## config.mk

```make
export PLATFORM = sky130hd
export DESIGN_NAME = tga_pixel_stream_decoder_unit
export DESIGN_NICKNAME = d
export VERILOG_FILES = /design/src/hdl/tpsd_pkg.sv /design/src/hdl/tga_pixel_stream_decoder_unit.sv /design/src/hdl/tpsd_front.sv /design/src/hdl/tpsd_queue.sv /design/src/hdl/tpsd_back.sv
export SDC_FILE = /design/constraint.sdc
export NUM_CORES = 2
export LEC_CHECK = 0
export BUFFER_PORTS_ARGS = -buffer_cell sky130_fd_sc_hd__buf_4
export CORE_MARGIN = 2
export CORE_UTILIZATION = 45
export DETAILED_ROUTE_END_ITERATION = 12
export HOLD_SLACK_MARGIN = 0.03
export PLACE_DENSITY = 0.62
export SYNTH_ARGS = -nofsm -noshare
export SYNTH_HDL_FRONTEND = slang
export SYNTH_SLANG_ARGS = --single-unit
```

## constraint.sdc

```tcl
create_clock -name i_clk -period 15.6 [get_ports i_clk]
set_input_delay 1.56 -clock i_clk [delete_from_list [all_inputs] [get_ports i_clk]]
set_output_delay 1.56 -clock i_clk [all_outputs]
set_load 0.01 [all_outputs]
```

## src/hdl/tpsd_pkg.sv

```systemverilog
// ----------------------------------------------------------------------------
// tpsd_pkg
// Shared types and constants of the TGA pixel stream decoder: port words,
// the decoded pixel and the command word that runs between front and back.
// ----------------------------------------------------------------------------
package tpsd_pkg;

    // Status codes of a result word
    localparam logic [1:0] ST_PIXELS = 2'd0;
    localparam logic [1:0] ST_DONE   = 2'd1;
    localparam logic [1:0] ST_ERROR  = 2'd2;

    // Channel counts
    localparam logic [2:0] CHAN_RGB  = 3'd3;
    localparam logic [2:0] CHAN_RGBA = 3'd4;

    // Header values
    localparam logic [7:0] RLE_KIND = 8'd10;
    localparam logic [7:0] BPP_16   = 8'd16;
    localparam logic [7:0] BPP_24   = 8'd24;
    localparam logic [7:0] BPP_32   = 8'd32;
    localparam logic [4:0] HDR_LAST = 5'd16;

    // Packet head: codes at or above this start a repeat run
    localparam logic [7:0] PKT_REPEAT = 8'd128;
    localparam logic [7:0] PKT_BIAS   = 8'd127;

    // 5-5-5 field mask
    localparam logic [4:0] MASK_555 = 5'h1f;

    // Pixel slots in one result word
    localparam int unsigned GROUP = 2;

    typedef struct packed {
        logic [7:0] file_byte;
        logic       new_file;
    } t_in_word;

    typedef struct packed {
        logic [1:0] pixel_count;
        logic [7:0] red_a;
        logic [7:0] green_a;
        logic [7:0] blue_a;
        logic [7:0] alpha_a;
        logic [7:0] red_b;
        logic [7:0] green_b;
        logic [7:0] blue_b;
        logic [7:0] alpha_b;
        logic [2:0] channel_count;
        logic [1:0] status;
        logic       last_of_run;
    } t_out_word;

    typedef struct packed {
        logic [7:0] red;
        logic [7:0] green;
        logic [7:0] blue;
        logic [7:0] alpha;
    } t_pixel;

    // One command per input byte that gives results. run_len 0 gives a
    // single status-only result.
    typedef struct packed {
        logic [7:0] run_len;
        t_pixel     pixel;
        logic [2:0] chan;
        logic [1:0] status;
    } t_cmd;

endpackage

```

## src/hdl/tga_pixel_stream_decoder_unit.sv

```systemverilog
// ----------------------------------------------------------------------------
// tga_pixel_stream_decoder_unit
// TGA byte stream to RGB(A) pixel word decoder, top level.
// ----------------------------------------------------------------------------
// Usage:
//   Input channel (i_valid / o_ready / i_word) takes one file byte a word;
//   set new_file on the first byte of each file to restart the parse.
//   Output channel (o_valid / i_ready / o_word) gives result words of up to
//   two pixels, with status and a last_of_run flag on the final word that a
//   byte causes. Header and skipped bytes mostly give no word at all.
//   Throughput: the parser takes one byte a cycle while the command queue
//   has room. The generator fetches a command when idle and then gives one
//   result word a cycle while the receiver takes them; it takes the next
//   command only after the final word of the last, so it sets the rate.
//   The first word of a byte passes through the queue and the generator's
//   command register into the output register.
//   Reset (synchronous, active low) returns the parser to header byte 0 and
//   empties the queue and the output stage.
//   A stalled receiver holds the output word; the generator halts, the queue
//   fills and o_ready then drops until space frees.
// ----------------------------------------------------------------------------
module tga_pixel_stream_decoder_unit #(
    parameter int unsigned QUEUE_DEPTH = 4
) (
    input  logic                i_clk,
    input  logic                i_rst_n,
    input  logic                i_valid,
    output logic                o_ready,
    input  tpsd_pkg::t_in_word  i_word,
    output logic                o_valid,
    input  logic                i_ready,
    output tpsd_pkg::t_out_word o_word
);

    // Commands from parser to generator
    logic           push;
    tpsd_pkg::t_cmd push_cmd;
    logic           q_full;
    logic           pop;
    logic           q_valid;
    tpsd_pkg::t_cmd q_cmd;

    // Front: header parse, id skip, pixel assembly, run clipping
    tpsd_front u_front (
        .i_clk    (i_clk),
        .i_rst_n  (i_rst_n),
        .i_valid  (i_valid),
        .o_ready  (o_ready),
        .i_word   (i_word),
        .i_q_full (q_full),
        .o_push   (push),
        .o_cmd    (push_cmd)
    );

    // Queue: decouple byte intake from word output
    tpsd_queue #(
        .DEPTH (QUEUE_DEPTH)
    ) u_queue (
        .i_clk   (i_clk),
        .i_rst_n (i_rst_n),
        .i_push  (push),
        .i_cmd   (push_cmd),
        .o_full  (q_full),
        .i_pop   (pop),
        .o_valid (q_valid),
        .o_cmd   (q_cmd)
    );

    // Back: expand each command into result words
    tpsd_back u_back (
        .i_clk     (i_clk),
        .i_rst_n   (i_rst_n),
        .i_q_valid (q_valid),
        .i_q_cmd   (q_cmd),
        .o_pop     (pop),
        .o_valid   (o_valid),
        .i_ready   (i_ready),
        .o_word    (o_word)
    );

endmodule

```

## src/hdl/tpsd_front.sv

```systemverilog
// ----------------------------------------------------------------------------
// tpsd_front
// Byte parser: header, id skip, raw and RLE pixel assembly. Emits at most
// one command per accepted byte into the queue.
// ----------------------------------------------------------------------------
module tpsd_front (
    input  logic              i_clk,
    input  logic              i_rst_n,
    input  logic              i_valid,
    output logic              o_ready,
    input  tpsd_pkg::t_in_word i_word,
    input  logic              i_q_full,
    output logic              o_push,
    output tpsd_pkg::t_cmd    o_cmd
);

    typedef enum logic [6:0] {
        PH_HEADER   = 7'b0000001,
        PH_SKIP     = 7'b0000010,
        PH_RAW      = 7'b0000100,
        PH_PKT_HEAD = 7'b0001000,
        PH_PKT_BODY = 7'b0010000,
        PH_DONE     = 7'b0100000,
        PH_ERROR    = 7'b1000000
    } t_phase;

    t_phase       r_phase, n_phase;
    logic [4:0]   r_hdr_idx, n_hdr_idx;
    logic [8:0]   r_skip_left, n_skip_left;
    logic [7:0]   r_id_len, n_id_len;
    logic [7:0]   r_kind, n_kind;
    logic [15:0]  r_width, n_width;
    logic [15:0]  r_height, n_height;
    logic [7:0]   r_bpp, n_bpp;
    logic [31:0]  r_pix_left, n_pix_left;
    logic [7:0]   r_pkt_left, n_pkt_left;
    logic         r_pkt_rep, n_pkt_rep;
    logic [31:0]  r_colour, n_colour;
    logic [1:0]   r_byte_idx, n_byte_idx;

    logic         accept;

    function automatic tpsd_pkg::t_pixel decode(input logic [31:0] v, input logic [7:0] bpp);
        tpsd_pkg::t_pixel p;
        if (bpp == tpsd_pkg::BPP_16) begin
            p.blue  = {v[4:0] & tpsd_pkg::MASK_555, 3'b000};
            p.green = {v[9:5] & tpsd_pkg::MASK_555, 3'b000};
            p.red   = {v[14:10] & tpsd_pkg::MASK_555, 3'b000};
            p.alpha = 8'd0;
        end else begin
            p.blue  = v[7:0];
            p.green = v[15:8];
            p.red   = v[23:16];
            p.alpha = (bpp == tpsd_pkg::BPP_32) ? v[31:24] : 8'd0;
        end
        return p;
    endfunction

    function automatic logic [2:0] chan_of(input logic [7:0] bpp);
        return (bpp == tpsd_pkg::BPP_32) ? tpsd_pkg::CHAN_RGBA : tpsd_pkg::CHAN_RGB;
    endfunction

    assign o_ready = !i_q_full;
    assign accept  = i_valid && o_ready;

    always_comb begin
        t_phase      ph;
        logic [4:0]  idx;
        logic [7:0]  bpc;
        logic        ok;
        logic        px_done;
        logic [7:0]  run;
        logic [31:0] left_after;

        n_phase     = r_phase;
        n_hdr_idx   = r_hdr_idx;
        n_skip_left = r_skip_left;
        n_id_len    = r_id_len;
        n_kind      = r_kind;
        n_width     = r_width;
        n_height    = r_height;
        n_bpp       = r_bpp;
        n_pix_left  = r_pix_left;
        n_pkt_left  = r_pkt_left;
        n_pkt_rep   = r_pkt_rep;
        n_colour    = r_colour;
        n_byte_idx  = r_byte_idx;
        o_push      = 1'b0;
        o_cmd       = '0;
        ph          = r_phase;
        idx         = r_hdr_idx;
        bpc         = 8'd3;
        ok          = 1'b0;
        px_done     = 1'b0;
        run         = 8'd0;
        left_after  = 32'd0;

        if (accept) begin
            // New file: drop all parse state before taking this byte
            if (i_word.new_file) begin
                ph          = PH_HEADER;
                idx         = 5'd0;
                n_skip_left = '0;
                n_id_len    = '0;
                n_kind      = '0;
                n_width     = '0;
                n_height    = '0;
                n_bpp       = '0;
                n_pix_left  = '0;
                n_pkt_left  = '0;
                n_pkt_rep   = 1'b0;
                n_colour    = '0;
                n_byte_idx  = '0;
            end
            n_phase   = ph;
            n_hdr_idx = idx;

            // Pixel byte collection, used by the raw and packet body phases
            if (n_bpp == tpsd_pkg::BPP_16) begin
                bpc = 8'd2;
            end else if (n_bpp == tpsd_pkg::BPP_32) begin
                bpc = 8'd4;
            end else begin
                bpc = 8'd3;
            end

            case (ph)
                PH_HEADER: begin
                    case (idx)
                        5'd0:  n_id_len = i_word.file_byte;
                        5'd2:  n_kind   = i_word.file_byte;
                        5'd12: n_width  = {n_width[15:8], i_word.file_byte};
                        5'd13: n_width  = {i_word.file_byte, n_width[7:0]};
                        5'd14: n_height = {n_height[15:8], i_word.file_byte};
                        5'd15: n_height = {i_word.file_byte, n_height[7:0]};
                        5'd16: n_bpp    = i_word.file_byte;
                        default: ;
                    endcase
                    if (idx >= tpsd_pkg::HDR_LAST) begin
                        n_hdr_idx   = 5'd0;
                        n_skip_left = {1'b0, n_id_len} + 9'd1;
                        n_phase     = PH_SKIP;
                    end else begin
                        n_hdr_idx = idx + 5'd1;
                    end
                end
                PH_SKIP: begin
                    if (n_skip_left != 9'd0) begin
                        n_skip_left = n_skip_left - 9'd1;
                    end
                    if (n_skip_left == 9'd0) begin
                        if (n_kind != tpsd_pkg::RLE_KIND) begin
                            ok = (n_bpp == tpsd_pkg::BPP_16) || (n_bpp == tpsd_pkg::BPP_24)
                                || (n_bpp == tpsd_pkg::BPP_32);
                        end else begin
                            ok = (n_bpp == tpsd_pkg::BPP_24) || (n_bpp == tpsd_pkg::BPP_32);
                        end
                        if (!ok) begin
                            n_phase      = PH_ERROR;
                            n_bpp        = tpsd_pkg::BPP_24;
                            o_push       = 1'b1;
                            o_cmd.chan   = tpsd_pkg::CHAN_RGB;
                            o_cmd.status = tpsd_pkg::ST_ERROR;
                        end else begin
                            n_pix_left = 32'(n_width) * 32'(n_height);
                            n_colour   = '0;
                            n_byte_idx = '0;
                            if (n_width == 16'd0 || n_height == 16'd0) begin
                                n_phase      = PH_DONE;
                                o_push       = 1'b1;
                                o_cmd.chan   = chan_of(n_bpp);
                                o_cmd.status = tpsd_pkg::ST_DONE;
                            end else if (n_kind == tpsd_pkg::RLE_KIND) begin
                                n_phase = PH_PKT_HEAD;
                            end else begin
                                n_phase = PH_RAW;
                            end
                        end
                    end
                end
                PH_PKT_HEAD: begin
                    if (i_word.file_byte < tpsd_pkg::PKT_REPEAT) begin
                        n_pkt_rep  = 1'b0;
                        n_pkt_left = i_word.file_byte + 8'd1;
                    end else begin
                        n_pkt_rep  = 1'b1;
                        n_pkt_left = i_word.file_byte - tpsd_pkg::PKT_BIAS;
                    end
                    n_colour   = '0;
                    n_byte_idx = '0;
                    n_phase    = PH_PKT_BODY;
                end
                PH_RAW, PH_PKT_BODY: begin
                    n_colour = n_colour | (32'(i_word.file_byte) << {n_byte_idx, 3'b000});
                    px_done  = ({6'd0, n_byte_idx} + 8'd1) >= bpc;
                    if (px_done) begin
                        n_byte_idx  = '0;
                        o_push      = 1'b1;
                        o_cmd.pixel = decode(n_colour, n_bpp);
                        o_cmd.chan  = chan_of(n_bpp);
                        if (ph == PH_PKT_BODY && n_pkt_rep) begin
                            // Clip the run to the pixels still owed
                            run = (n_pix_left < {24'd0, n_pkt_left}) ? n_pix_left[7:0]
                                                                    : n_pkt_left;
                        end else begin
                            run = 8'd1;
                        end
                        left_after    = n_pix_left - {24'd0, run};
                        n_pix_left    = left_after;
                        n_colour      = '0;
                        o_cmd.run_len = run;
                        o_cmd.status  = (left_after == 32'd0) ? tpsd_pkg::ST_DONE
                                                              : tpsd_pkg::ST_PIXELS;
                        if (ph == PH_PKT_BODY) begin
                            n_pkt_left = n_pkt_rep ? 8'd0 : n_pkt_left - 8'd1;
                        end
                        if (left_after == 32'd0) begin
                            n_phase = PH_DONE;
                        end else if (ph == PH_PKT_BODY &&
                                     (n_pkt_rep || n_pkt_left == 8'd0)) begin
                            n_phase = PH_PKT_HEAD;
                        end
                    end else begin
                        n_byte_idx = n_byte_idx + 2'd1;
                    end
                end
                default: ;
            endcase
        end
    end

    always_ff @(posedge i_clk) begin
        if (!i_rst_n) begin
            r_phase     <= PH_HEADER;
            r_hdr_idx   <= '0;
            r_skip_left <= '0;
            r_id_len    <= '0;
            r_kind      <= '0;
            r_width     <= '0;
            r_height    <= '0;
            r_bpp       <= '0;
            r_pix_left  <= '0;
            r_pkt_left  <= '0;
            r_pkt_rep   <= 1'b0;
            r_colour    <= '0;
            r_byte_idx  <= '0;
        end else begin
            r_phase     <= n_phase;
            r_hdr_idx   <= n_hdr_idx;
            r_skip_left <= n_skip_left;
            r_id_len    <= n_id_len;
            r_kind      <= n_kind;
            r_width     <= n_width;
            r_height    <= n_height;
            r_bpp       <= n_bpp;
            r_pix_left  <= n_pix_left;
            r_pkt_left  <= n_pkt_left;
            r_pkt_rep   <= n_pkt_rep;
            r_colour    <= n_colour;
            r_byte_idx  <= n_byte_idx;
        end
    end

endmodule

```

## src/hdl/tpsd_queue.sv

```systemverilog
// ----------------------------------------------------------------------------
// tpsd_queue
// Short command queue between parser and result generator.
// ----------------------------------------------------------------------------
module tpsd_queue #(
    parameter int unsigned DEPTH = 4
) (
    input  logic           i_clk,
    input  logic           i_rst_n,
    input  logic           i_push,
    input  tpsd_pkg::t_cmd i_cmd,
    output logic           o_full,
    input  logic           i_pop,
    output logic           o_valid,
    output tpsd_pkg::t_cmd o_cmd
);

    localparam int unsigned PW = (DEPTH > 1) ? $clog2(DEPTH) : 1;
    localparam int unsigned CW = $clog2(DEPTH + 1);

    tpsd_pkg::t_cmd r_mem [DEPTH];
    logic [PW-1:0]  r_wr, r_rd;
    logic [CW-1:0]  r_count;
    logic           do_push, do_pop;

    assign o_full  = (r_count == CW'(DEPTH));
    assign o_valid = (r_count != '0);
    assign o_cmd   = r_mem[r_rd];
    assign do_push = i_push && !o_full;
    assign do_pop  = i_pop && o_valid;

    always_ff @(posedge i_clk) begin
        if (do_push) begin
            r_mem[r_wr] <= i_cmd;
        end
    end

    always_ff @(posedge i_clk) begin
        if (!i_rst_n) begin
            r_wr    <= '0;
            r_rd    <= '0;
            r_count <= '0;
        end else begin
            if (do_push) begin
                r_wr <= (r_wr == PW'(DEPTH - 1)) ? '0 : r_wr + 1'b1;
            end
            if (do_pop) begin
                r_rd <= (r_rd == PW'(DEPTH - 1)) ? '0 : r_rd + 1'b1;
            end
            if (do_push && !do_pop) begin
                r_count <= r_count + 1'b1;
            end else if (do_pop && !do_push) begin
                r_count <= r_count - 1'b1;
            end
        end
    end

    a_count_bound: assert property (@(posedge i_clk) disable iff (!i_rst_n)
        r_count <= CW'(DEPTH))
        else $error("queue count beyond depth");

    a_push_full_drops: assert property (@(posedge i_clk) disable iff (!i_rst_n)
        (o_full && !do_pop) |=> (r_count == CW'(DEPTH)))
        else $error("queue left full state without a pop");

endmodule

```

## src/hdl/tpsd_back.sv

```systemverilog
// ----------------------------------------------------------------------------
// tpsd_back
// Result generator: expands one command into result words, two pixel slots
// a word, into a registered output stage.
// ----------------------------------------------------------------------------
module tpsd_back (
    input  logic                i_clk,
    input  logic                i_rst_n,
    input  logic                i_q_valid,
    input  tpsd_pkg::t_cmd      i_q_cmd,
    output logic                o_pop,
    output logic                o_valid,
    input  logic                i_ready,
    output tpsd_pkg::t_out_word o_word
);

    logic                r_active;
    tpsd_pkg::t_cmd      r_cmd;
    logic [7:0]          r_left;
    logic                r_ovalid;
    tpsd_pkg::t_out_word r_out;

    logic                advance;
    logic                last;
    logic [1:0]          cnt;
    tpsd_pkg::t_out_word gen;

    assign o_pop   = !r_active && i_q_valid;
    assign advance = r_active && (!r_ovalid || i_ready);
    assign last    = r_left <= 8'(tpsd_pkg::GROUP);
    assign cnt     = last ? r_left[1:0] : 2'(tpsd_pkg::GROUP);

    always_comb begin
        gen               = '0;
        gen.pixel_count   = cnt;
        if (cnt >= 2'd1) begin
            gen.red_a   = r_cmd.pixel.red;
            gen.green_a = r_cmd.pixel.green;
            gen.blue_a  = r_cmd.pixel.blue;
            gen.alpha_a = r_cmd.pixel.alpha;
        end
        if (cnt >= 2'd2) begin
            gen.red_b   = r_cmd.pixel.red;
            gen.green_b = r_cmd.pixel.green;
            gen.blue_b  = r_cmd.pixel.blue;
            gen.alpha_b = r_cmd.pixel.alpha;
        end
        gen.channel_count = r_cmd.chan;
        gen.status        = last ? r_cmd.status : tpsd_pkg::ST_PIXELS;
        gen.last_of_run   = last;
    end

    always_ff @(posedge i_clk) begin
        if (o_pop) begin
            r_cmd <= i_q_cmd;
        end
        if (advance) begin
            r_out <= gen;
        end
    end

    always_ff @(posedge i_clk) begin
        if (!i_rst_n) begin
            r_active <= 1'b0;
            r_left   <= '0;
            r_ovalid <= 1'b0;
        end else begin
            if (o_pop) begin
                r_active <= 1'b1;
                r_left   <= i_q_cmd.run_len;
            end else if (advance) begin
                r_left <= r_left - {6'd0, cnt};
                if (last) begin
                    r_active <= 1'b0;
                end
            end
            if (advance) begin
                r_ovalid <= 1'b1;
            end else if (i_ready) begin
                r_ovalid <= 1'b0;
            end
        end
    end

    assign o_valid = r_ovalid;
    assign o_word  = r_out;

    a_status_ends_run: assert property (@(posedge i_clk) disable iff (!i_rst_n)
        (r_ovalid && r_out.status != tpsd_pkg::ST_PIXELS) |-> r_out.last_of_run)
        else $error("status word not last of its run");

    a_empty_ends_run: assert property (@(posedge i_clk) disable iff (!i_rst_n)
        (r_ovalid && r_out.pixel_count == 2'd0) |-> r_out.last_of_run)
        else $error("empty word not last of its run");

    a_last_frees: assert property (@(posedge i_clk) disable iff (!i_rst_n)
        (advance && last) |=> !r_active)
        else $error("generator still busy after final word");

endmodule

```

# Yosys cells after proc, flatten, opt, wreduce, memory -nomap -nowiden
# Memory sizes are Yosys's and may differ from the RTL's. A register that Yosys moved wholly into a read port is not among the register bits.
# Cells that the tools add are included.
# Widths: inputs -> output; s select.
# word_totals
reg_bits,278
mem_bits_rw,180
in_bits,13
output_inout_bits,74
wordCells,237
n_memories,1
# classes
addsub,14
multipliers,1
magnitude_cmp,7
n_eq_ne,19
shift,1
mux,122
bitwise,1
n_reduce_logical,34
# mem_list
name,depth,width,rd,rd_ports_with_merged_regs,write_ports,line_no,rtl
u_queue.r_mem,4,45,1,1,1,tpsd_queue.sv:21,tpsd_pkg::t_cmd r_mem [DEPTH];
# op_table
op,count
$mux 32,11
$mux 8,33
$mux 16,6
$pmux 32 s3,1
$mux 45,2
$pmux 16 s2,2
$pmux 32 s2,1
$mux 7,8
$mux 9,6
$mux 40,1
$mux 5,7
$logic_not 16->1,2
$logic_not 32->1,1
$lt 32x8->1,1
$mul 16x16->32,1
$or 32x32->32,1
$pmux 8 s2,2
$shl 8x5->32,1
$sub 32x8->32,1
$pmux 7 s4,1
$mux 1,21
$eq 5x4->1 const B,4
$mux 2,10
$pmux 9 s2,1
47 further kinds,74

# Depth between registers and ports, before layout
# depth
depth_word,21
ltp_mapped,32
ltp_nobuf,25

# By module
# From an unflattened synthesis, not the netlist that was laid out.
# unflattened
cells_unflattened,2988
area_unflattened_um2,30275.3
# by_module_without_submodules
module,instances,cells_each,area_per_inst_um2,seq_area_each_um2
tpsd_front,1,2452,18881.9,3042.9
tpsd_queue,1,286,7035.5,5585.4
tpsd_back,1,250,4357.9,3473.3

# Worst setup path before layout
# OpenSTA, ideal clock, no wires.
# synth_path
kind,input -> register
start,input port i_word[0] in the netlist's numbering
end,register u_front.r_pix_left[29]
setup_ns,0.070
arrival_time_ns,9.189
required_ns,15.530
setup_slack_ns,6.341
cell_stages,28
cell_sequence,clkbuf_1 -> buf_1 -> clkbuf_1 -> buf_2 -> buf_2 -> clkbuf_1 -> clkbuf_1 -> nor2b_1 -> clkbuf_1 -> nand2_1 -> fa_1 -> fa_1 -> fa_1 -> fa_1 -> inv_1 -> fa_1 -> fa_1 -> ha_1 -> clkbuf_1 -> nand2_1 -> a2111oi_0 -> o31ai_1 -> a211oi_1 -> o41ai_1 -> or3b_2 -> a31oi_1 -> o21ai_0 -> a21oi_1
# synth_between
elab_chain_cells,12
elab_cells_between_ends,59
classes_between,add/sub: 3; mul: 1; order compare: 2; eq/ne: 7; mux: 39; reduce/logical: 7
# synth_lines
element,line_no,rtl
"start, declared",tga_pixel_stream_decoder_unit.sv:29,"input tpsd_pkg::t_in_word i_word,"
"parallel branches: the longest is 11 deep, another holds $lt 32x8->1",n/a,
$pmux 32 s2 *,tpsd_front.sv:127,case (ph)
"end signal, assigned",tpsd_front.sv:256,r_pix_left <= n_pix_left;
"end, declared",tpsd_front.sv:35,"logic [31:0] r_pix_left, n_pix_left;"
# Mark *: on every way between the ends. The select of a mux whose other input is x is not followed.
# A chain may end at the register's enable or synchronous reset.

# Worst setup path after layout
# Ends and elaborated chain as after synthesis.

==> impl_metrics.py <==
metrics = {
    "outcome": {
        "status": "complete, no violations",
    },
    "synth": {
        "yosysSeqAreaShare": 0.399,
        "synth_nets": 3327,
        "ys.flop_type": "edfxtp_1",
        "syn-cell-area_um2": 29900,
        "synth-xor-area-share": 0.0144,
        "ys_async_sr_fraction": 0,
        "synth-simple-area-share": 0.175,
        "synth_area_leaders": "edfxtp_1 28%, fa_1 13%, dfxtp_1 11%, ha_1 5.7%, nand2_1 3.7%",
        "synth_top_family_by_area": "adder cells",
        "yosys.cell_types.count": 83,
        "netlist.top_cell.by_area": "edfxtp_1",
        "synthMuxAreaShare": 0.0397,
        "synth-adder-area-share": 0.189,
        "synth_top_area_share": 0.285,
        "synth_edf_count": 283,
        "synth_area_per_cell_um2": 10.0,
        "syn_inst": 2982,
        "synth-seq-cells": 454,
        "yosysWarnings": 0,
        "synth_compound_area_frac": 0.125,
    },
    "finish": {
        "final_cell_mix": "295 x nand2_1, 283 x edfxtp_1, 276 x inv_1, 242 x nor2_1, 196 x fa_1",
        "drive_above_1_share": 0.101,
        "final_common_cell": "nand2_1",
        "diodes": 0,
        "area_growth_pct": 10.2,
        "nNetsFinal": 3329,
        "fillers": 5948,
    },
    "die": {
        "pin_count": 87,
        "die_w_um": 262,
        "fp.coreArea_um2": 65700,
        "row_count": 94,
        "start_util": 0.454,
        "dieArea_um2": 68400,
        "die_h_um": 262,
    },
    "timing": {
        "finalMaxSlewViolations": 0,
        "hold_viol_final": 0,
        "fin_skew_ns": 0.0248,
        "fmax_mhz": 117,
        "rsz0062_at_grt": "false",
        "setup_viol": 0,
        "period_share": 0.550,
        "relSlewSlack": 0.0567,
        "finalSetupTns_ns": 0,
        "period_minus_slack_ns": 8.58,
        "tightestPinTransition_ns": 1.41,
    },
    "cts": {
        "path_clk_slew_ns": 0.07,
        "clockBufferDepth": 3,
        "root_buffer": "clkbuf_16",
        "clk-insertion-delay-late_ns": 0.60,
        "cts_sinks": 454,
        "postCtsSetupBuffers": 0,
        "hold_buffers": 0,
        "cts_resized": 0,
        "cts_made_buffers": 48,
        "cts_tree": "built",
        "htreeDepth": 2,
    },
    "critical_path": {
        "start_kind": "input pin",
        "crit_required_ns": 16.13,
        "cp-end-kind": "register",
        "critPathKind": "in2reg",
        "crit_arrival_ns": 9.11,
        "crit_fanout": 20,
    },
    "power_and_ir_drop": {
        "vdd_ir_drop_max_v": 0.0000779,
        "p_leak_nw": 12.9,
        "p_total_w": 0.00373,
        "power_density_nw_per_um2": 113,
    },
    "route": {
        "ant_nets": 0,
        "drt-pass1-iter-count": 5,
        "vias": 22644,
        "drc": 0,
        "totalWireLength_um": 81500,
        "drt-initial-drc-count": 1936,
        "routedWlPerCell_um": 21.0,
        "via_per_inst": 5.82,
    },
    "placed_design": {
        "gp_congestion": 0.935,
        "io_buffers": 86,
        "hpwl_um": 57400,
    },
    "run": {
        "maxCapViolCount": 0,
    },
    "global_routing": {
        "grt_usage": 0.244,
        "grt.overflow.total": 0,
        "grt_pass1_vias": 23226,
        "grt_pass1_wl_um": 131000,
        "grt_max_degree": 73,
        "antenna_found_initial": 0,
    },
    "hold_path": {
        "hold_path_class": "reg2reg",
    },
}
-- stage by stage --
stage          area, µm²  utilization  worst slack (ns)  hold WS [ns]  instances
6_report           32900        0.501              7.02         0.422       3888
5_1_grt            32900        0.501              6.63         0.434       3888
4_1_cts            32900        0.501              7.19         0.424       3888
3_5_place_dp       31200        0.475              6.57         0.409       3798
3_3_place_gp       31200        0.475              6.66         0.407       3798
2_1_floorplan      29900            -              6.34         0.400       2982
-- per-layer routing --
layer	wire length (µm)	up-vias	track usage
met1	33500	11284	0.309
li1	-	10373	-
met5	0	-	0
met3	5010	174	0.0317
met4	3050	0	0.0947
met2	40000	813	0.423
-- state kept, by name, summed over array words and instances, names as in the netlist, named ones only --
name	count
u_queue.r_mem	176
u_back.o_word	71
u_back.r_cmd	34
u_front.r_colour	32
u_front.r_pix_left	32
u_front.r_height	16
u_front.r_width	16
u_front.r_skip_left	9
u_back.r_left	8
u_front.r_bpp	8
u_front.r_id_len	8
u_front.r_kind	8
u_front.r_pkt_left	8
u_front.r_phase	7
u_front.r_hdr_idx	5
u_queue.r_count	3
u_back.gen	2
u_front.r_byte_idx	2
u_queue.r_rd	2
u_queue.r_wr	2
u_back.o_valid	1
u_back.r_active	1
u_front.r_pkt_rep	1
-- synthesized netlist by cell type (10+ instances only) --
library cell and instances:
nand2_1 295, edfxtp_1 283, inv_1 278, nor2_1 243, fa_1 196, dfxtp_1 171
and2_1 164, clkbuf_1 153, a21oi_1 138, ha_1 136, o21ai_0 113, nor2b_1 83
a22oi_1 76, nor3_1 70, nand3_1 55, mux4_2 44, a211oi_1 32, xnor2_1 30
and3_1 28, a31oi_1 27, or3_1 24, nor4_1 22, a21o_1 21, buf_1 19
nand2b_1 19, xor2_1 19, a221oi_1 15, mux2i_1 15, nor3b_1 15, o211ai_1 15
a22o_1 12, o21a_1 12, o21ai_1 12, o221a_2 10
-- cell families (layout without fill, tap and decap cells) --
kind of cell | count (synthesis) | count (layout)
XOR/XNOR | 49 | 49
adder cells (fa/ha/maj) | 333 | 333
AND/OR/NAND/NOR | 1059 | 1059
multiplexers | 63 | 63
AO/OA/AOI/OAI | 567 | 567
buffers and inverters | 456 | 498
other | 1 | 1
flip-flops | 454 | 454
-- critical path, cell delays in order --
cell and delay [ns]:
buf_4 0.20, nor2b_1 1.09, nand2_1 0.21, fa_1 0.56, fa_1 0.52, fa_1 0.52
inv_1 0.05, fa_1 0.48, fa_1 0.50, inv_1 0.05, fa_1 0.48, inv_1 0.04
ha_1 0.31, nand2_1 0.10, a2111oi_0 0.52, o31ai_1 0.24, a211oi_1 0.59, o41ai_1 0.19
or3b_2 0.48, a31oi_1 0.13, o21ai_0 0.09, a21oi_1 0.17
-- area by class of cell --
class,count,area (µm²),area share
multi-input combinational,2072,16200,0.493
clock inverter,36,417,0.0127
sequential,454,11900,0.362
inverter,279,1050,0.0318
timing repair buffer,129,968,0.0294
tap,864,1080,0.0328
clock buffer,54,1250,0.0381
-- path summary, 6_finish.rpt --
kind                                          from                                   to  slack, ns  cells after the start
setup / recovery                         i_word[0]  u_front.r_pix_left[29]$_SDFFE_PN0P_       7.02                     22
hold / removal             u_back.gen[4]$_DFFE_PP_           u_back.o_word[4]$_DFFE_PP_       0.42                      0
setup reg to reg  u_front.r_width[11]$_SDFFE_PN0P_  u_front.r_pix_left[29]$_SDFFE_PN0P_       7.83                     21
hold reg to reg            u_back.gen[4]$_DFFE_PP_           u_back.o_word[4]$_DFFE_PP_       0.42                      0
-- report_power, final --
part | switching [W] | internal [W]
sequential | 0.0000845 | 0.00152
clock | 0.000509 | 0.000693
combinational | 0.000536 | 0.000390
(Power assumes the default switching activity.)
